$ cat config.mk
export PLATFORM = sky130hd
export DESIGN_NAME = smvk_ram
export DESIGN_NICKNAME = d
export VERILOG_FILES = /design/src/hdl/smvk_ram.sv
export SDC_FILE = /design/constraint.sdc
export NUM_CORES = 1
export LEC_CHECK = 0
export ABC_AREA = 0
export ABC_CLOCK_PERIOD_IN_PS = 5300
export BUFFER_PORTS_ARGS = -buffer_cell sky130_fd_sc_hd__buf_2
export CORE_MARGIN = 10
export CORE_UTILIZATION = 48
export DETAILED_ROUTE_END_ITERATION = 8
export HOLD_SLACK_MARGIN = 0.1
export PLACE_DENSITY = 0.69
export SYNTH_ARGS = -nofsm -noshare
export SYNTH_HDL_FRONTEND = slang
export SYNTH_SLANG_ARGS = --single-unit
$ cat constraint.sdc
create_clock -name clk_i -period 5.3 [get_ports clk_i]
set_input_delay 0.265 -clock clk_i [delete_from_list [all_inputs] [get_ports clk_i]]
set_output_delay 0.265 -clock clk_i [all_outputs]
set_load 0.05 [all_outputs]
$ cat src/hdl/smvk_ram.sv
// ----------------------------------------------------------------------------
// smvk_ram
// Single-port synchronous RAM with a registered read.
// ----------------------------------------------------------------------------
module smvk_ram #(
  parameter int  WIDTH = 32,
  parameter int  DEPTH = 32,
  localparam int AW    = (DEPTH > 1) ? $clog2(DEPTH) : 1
) (
  input  logic             clk_i,
  input  logic             we_i,
  input  logic [AW-1:0]    addr_i,
  input  logic [WIDTH-1:0] wdata_i,
  output logic [WIDTH-1:0] rdata_o
);

  logic [WIDTH-1:0] mem_q [DEPTH];

  always_ff @(posedge clk_i) begin
    if (we_i) begin
      mem_q[addr_i] <= wdata_i;
    end
    rdata_o <= mem_q[addr_i];
  end

endmodule

# Word level (Yosys, flattened, before mapping)
# Memories as Yosys holds them, arrays and structs flattened. A register that Yosys moved wholly into a read port is not among the register bits.
# Index checks and enable logic that the tools add are counted.
totals:
  reg_bits: 0
  latch_bits: 0
  ram_bits: 1024
  rom_bits: 0
  out_inout_bits: 32
  wordCells: 3
  mem_count: 1
memory_table:
  columns: ["memory", "depth", "word_bits", "rd", "rd_ports_with_merged_regs", "write_ports", "line_no", "source"]
  rows:
  - ["mem_q", 32, 32, 1, 1, 1, "17", "logic [WIDTH-1:0] mem_q [DEPTH];"]
op_classes:
  add_sub_neg: 0
  n_mul: 0
  div_mod_pow: 0
  order_cmp: 0
  n_eq_ne: 0
  shift: 0
  muxes: 2
  bitwise_logic: 0
  reduce_logical: 0
ops:
  columns: ["cell", "count"]
  rows:
  - ["1-bit two-way mux", 2]

# Logic depth before layout (Yosys ltp)
logic_depth:
  depth_word: 2
  ltp_mapped: 8
  ltp_nobuf: 4

# Worst setup path before layout
# OpenSTA, ideal clock, no wires.
synth_timing:
  path_type: "input to register"
  startpoint: "input addr_i[1]"
  endpoint: "memory mem_q[27][0] (enable)"
  setup_ps: 461
  t_arrival_ps: 3473
  required_time_ps: 4839
  setup_slack_ps: 1366
  path_stages: 6
  n_path_buf: 4
  path_cell_list: "clkbuf_1 -> buf_4 -> buf_2 -> buf_2 -> nand3_1 -> nor3_1"
synth_lines:
  columns: ["item", "line_no", "source"]
  rows:
  - ["start, declared", "12", "input logic [AW-1:0] addr_i,"]
  - ["end, declared", "17", null]
# No word-level cell before the write port.

==> results.toml <==
[setup_path]
critical_path.startpoint_type = "input port"
cp.arrival_ns = 3.40
cp_slowest_stage_delay_ns = 0.79
r2r-end = "rdata_o[25]"
required_ns = 5.85
critical_path_class = "input port to flip-flop"
path_buf_inv = 3
crit_chain = "buf_8, buf_12, buf_4, mux2i_1, o22ai_1, nor4_1, nand2_1"
critical-path-top-delay-family = "buffers and inverters"
path_max_fanout = 121
cp-end-kind = "flip-flop"
r2r-start = "mem_q[11][25]"
slowest_stage = "buf_4"
reg2reg_depth = 4
r2r_slack_ns = 3.65

[die]
dieWidth_um = 308
core-area_sq_um = 82100
die_height_um = 308
num_io_pins = 71
die_area_sq_um = 94700
initial_utilization = 0.484
rows = 105

[logic_synthesis]
syn_area_sq_um = 39700
synthDistinctLibCells = 23
yosys_warnings = 0
synth.ff_latch_count = 1056
synth_seq_area_share = 0.790
syn_area_per_cell_sq_um = 18.9
syn_nets = 2146
syn_inst = 2107

[clock_network]
numCtsBuffers = 103
cts_root_buffer = "clkbuf_16"
clk_pin_slew_ns = 0.06
cts_setup_buffers = 0
clock_sinks = 1056
cts_tree = "yes"
cts_resized = 0
cts_buffer_depth = 3
ctsHtreeMaxLevel = 3
clock_latency_ns = 0.68
ctsHoldBuffers = 19

[min_path]
min_path_cells = 1
hold_path_end = "mem_q[24][20]"
hp-class = "input port to flip-flop"
min_from = "wdata_i[20]"

[sta]
setup_tns_ns = 0
hold_viol_final = 0
setup_viol = 0
skew_ns = 0.0226
fin_hold_ws_ns = 0.120
tightest_slew_ns = 1.22
slew_headroom = 0.183
period_needed_ns = 2.85
fmax_mhz = 351
period_share = 0.537
maxSlewViolCount = 0
rsz0062_at_grt = "false"

[placement]
routabilityCongestion = 0.792
port_buffers = 70
dp_hpwl_mm = 53.5

[finish]
drive_gt1_frac = 0.139
nFillCells = 6131
antenna_cells = 0
syn2layout_area_growth_pct = 13.0
final_util = 0.547
fin_nets = 2271

[job]
max-cap-violations = 0

[route]
viasPerCell = 6.03
detail_route.wl_per_cell_um = 28.3
dr.first_iter.drc_count = 2659
drtAntennaViolNets = 0
first_pass_iters = 5
routed-via-count = 20441
drc = 0
routed_wl_mm = 96.1

[pwr]
p_leak_nw = 15.5
ir_drop_mv = 0.256
p_per_area_nw_per_um2 = 384

[global_route]
grt_util_all_layers = 0.201
grt_max_degree = 127
grt_pass1_vias = 20645
antenna_found_initial = 6
grt_overflow = 0
grt_pass1_wl_mm = 140

[outcome]
status = "complete, no violations"
-- registers in the layout, summed over array words and instances (netlist names) --
name,cells
mem_q,1024
rdata_o,32
-- report_power, final --
part | internal (mW) | leakage (nW) | switching (mW) | total, mW
clock | 4.01 | 1.63 | 3.05 | 7.07
sequential | 9.29 | 9.49 | 0.0396 | 9.33
combinational | 0.247 | 4.41 | 0.614 | 0.861
total | 13.6 | 15.5 | 3.70 | 17.3
-- stage by stage --
stage	total power [mW]	setup slack [ns]	instance area [sq um]	cells
after floorplan	10.0	1.37	39700	2107
after CTS	17.3	2.59	44900	3391
after global routing	17.7	2.30	44900	3391
final	17.3	2.45	44900	3391
after global placement	10.3	1.92	41400	3178
after detailed placement	10.4	1.87	41400	3178
-- cell usage after synthesis --
cell          n  area, sq um
edfxtp_1   1024        30700
mux2i_1     512         5120
o22ai_1     256         1600
buf_2        81          405
nor4_1       64          400
nand2_1      34          128
dfxtp_1      32          641
nor2_1       29          109
clkbuf_1     23         86.3
buf_6        19          214
nand4bb_1     6         67.6
nand3b_1      4         30.0
nand4b_1      4         35.0
nor3_1        4         20.0
or3b_2        3         26.3
or4b_4        3         41.3
buf_4         2         15.0
nand3_1       2         10.0
buf_1         1         3.75
nand4_1       1         6.26
or3_1         1         6.26
or4_4         1         11.3
or4b_1        1         10.0
-- area by class of cell --
type	instances	area, sq um	share of cell area
Clock buffer	141	2880	0.0642
Multi-Input combinational cell	925	7890	0.176
Clock inverter	53	409	0.00911
Tap cell	1070	1340	0.0298
Timing Repair Buffer	146	1020	0.0226
Sequential cell	1056	31400	0.699
-- worst reg2reg max path, cell delays in order (launching register included) --
cell,delay [ns]
edfxtp_1,0.37
mux2i_1,0.15
o22ai_1,0.16
nor4_1,0.65
nand2_1,0.15
-- placed cells by master (no fill, tap or decap) --
cell / netlist / routed
buf_12: 0 / 3
buf_2: 81 / 69
buf_4: 2 / 54
buf_8: 0 / 1
bufinv_16: 0 / 4
clkbuf_1: 23 / 25
clkbuf_16: 0 / 106
clkbuf_8: 0 / 10
clkinv_1: 0 / 20
clkinv_16: 0 / 1
clkinv_2: 0 / 22
clkinvlp_4: 0 / 1
dfxtp_1: 32 / 32
dlygate4sd3_1: 0 / 19
edfxtp_1: 1024 / 1024
inv_16: 0 / 2
inv_6: 0 / 3
mux2i_1: 512 / 512
nand2_1: 34 / 34
nand3_1: 2 / 2
nand3b_1: 4 / 4
nand4_1: 1 / 1
nand4b_1: 4 / 4
nand4bb_2: 0 / 6
nor2_1: 29 / 1
nor2_4: 0 / 28
nor3_2: 0 / 4
nor4_1: 64 / 64
o22ai_1: 256 / 256
or3_1: 1 / 1
or3b_2: 3 / 3
or4_4: 1 / 1
or4b_2: 0 / 1
or4b_4: 3 / 3
-- per-layer routing --
layer / vias to the layer above / GRT usage / wire [um]
li1: 8840 / - / -
met4: 8 / 0.0615 / 2640
met1: 10420 / 0.273 / 38800
met2: 999 / 0.321 / 45700
met3: 174 / 0.0460 / 8850
met5: - / 0 / 49
-- worst max-delay path by stage --
stage,start,endpoint,slack [ns],depth (start not counted)
4_1_cts,addr_i[1],rdata_o[1],2.59,7
3_3_place_gp,addr_i[1],rdata_o[3],1.92,7
5_1_grt,addr_i[1],rdata_o[6],2.30,7
3_5_place_dp,addr_i[1],rdata_o[1],1.87,7
6_report,addr_i[1],rdata_o[1],2.45,7
2_1_floorplan,addr_i[1],mem_q[27][0],1.37,6
-- cell families after synthesis --
group,Yosys count,synth area share
compound gates,256,0.0403
buf+inv,126,0.0182
simple gates,157,0.0227
flops,1056,0.790
mux,512,0.129
Note: power is estimated with default switching activity, not from simulation.
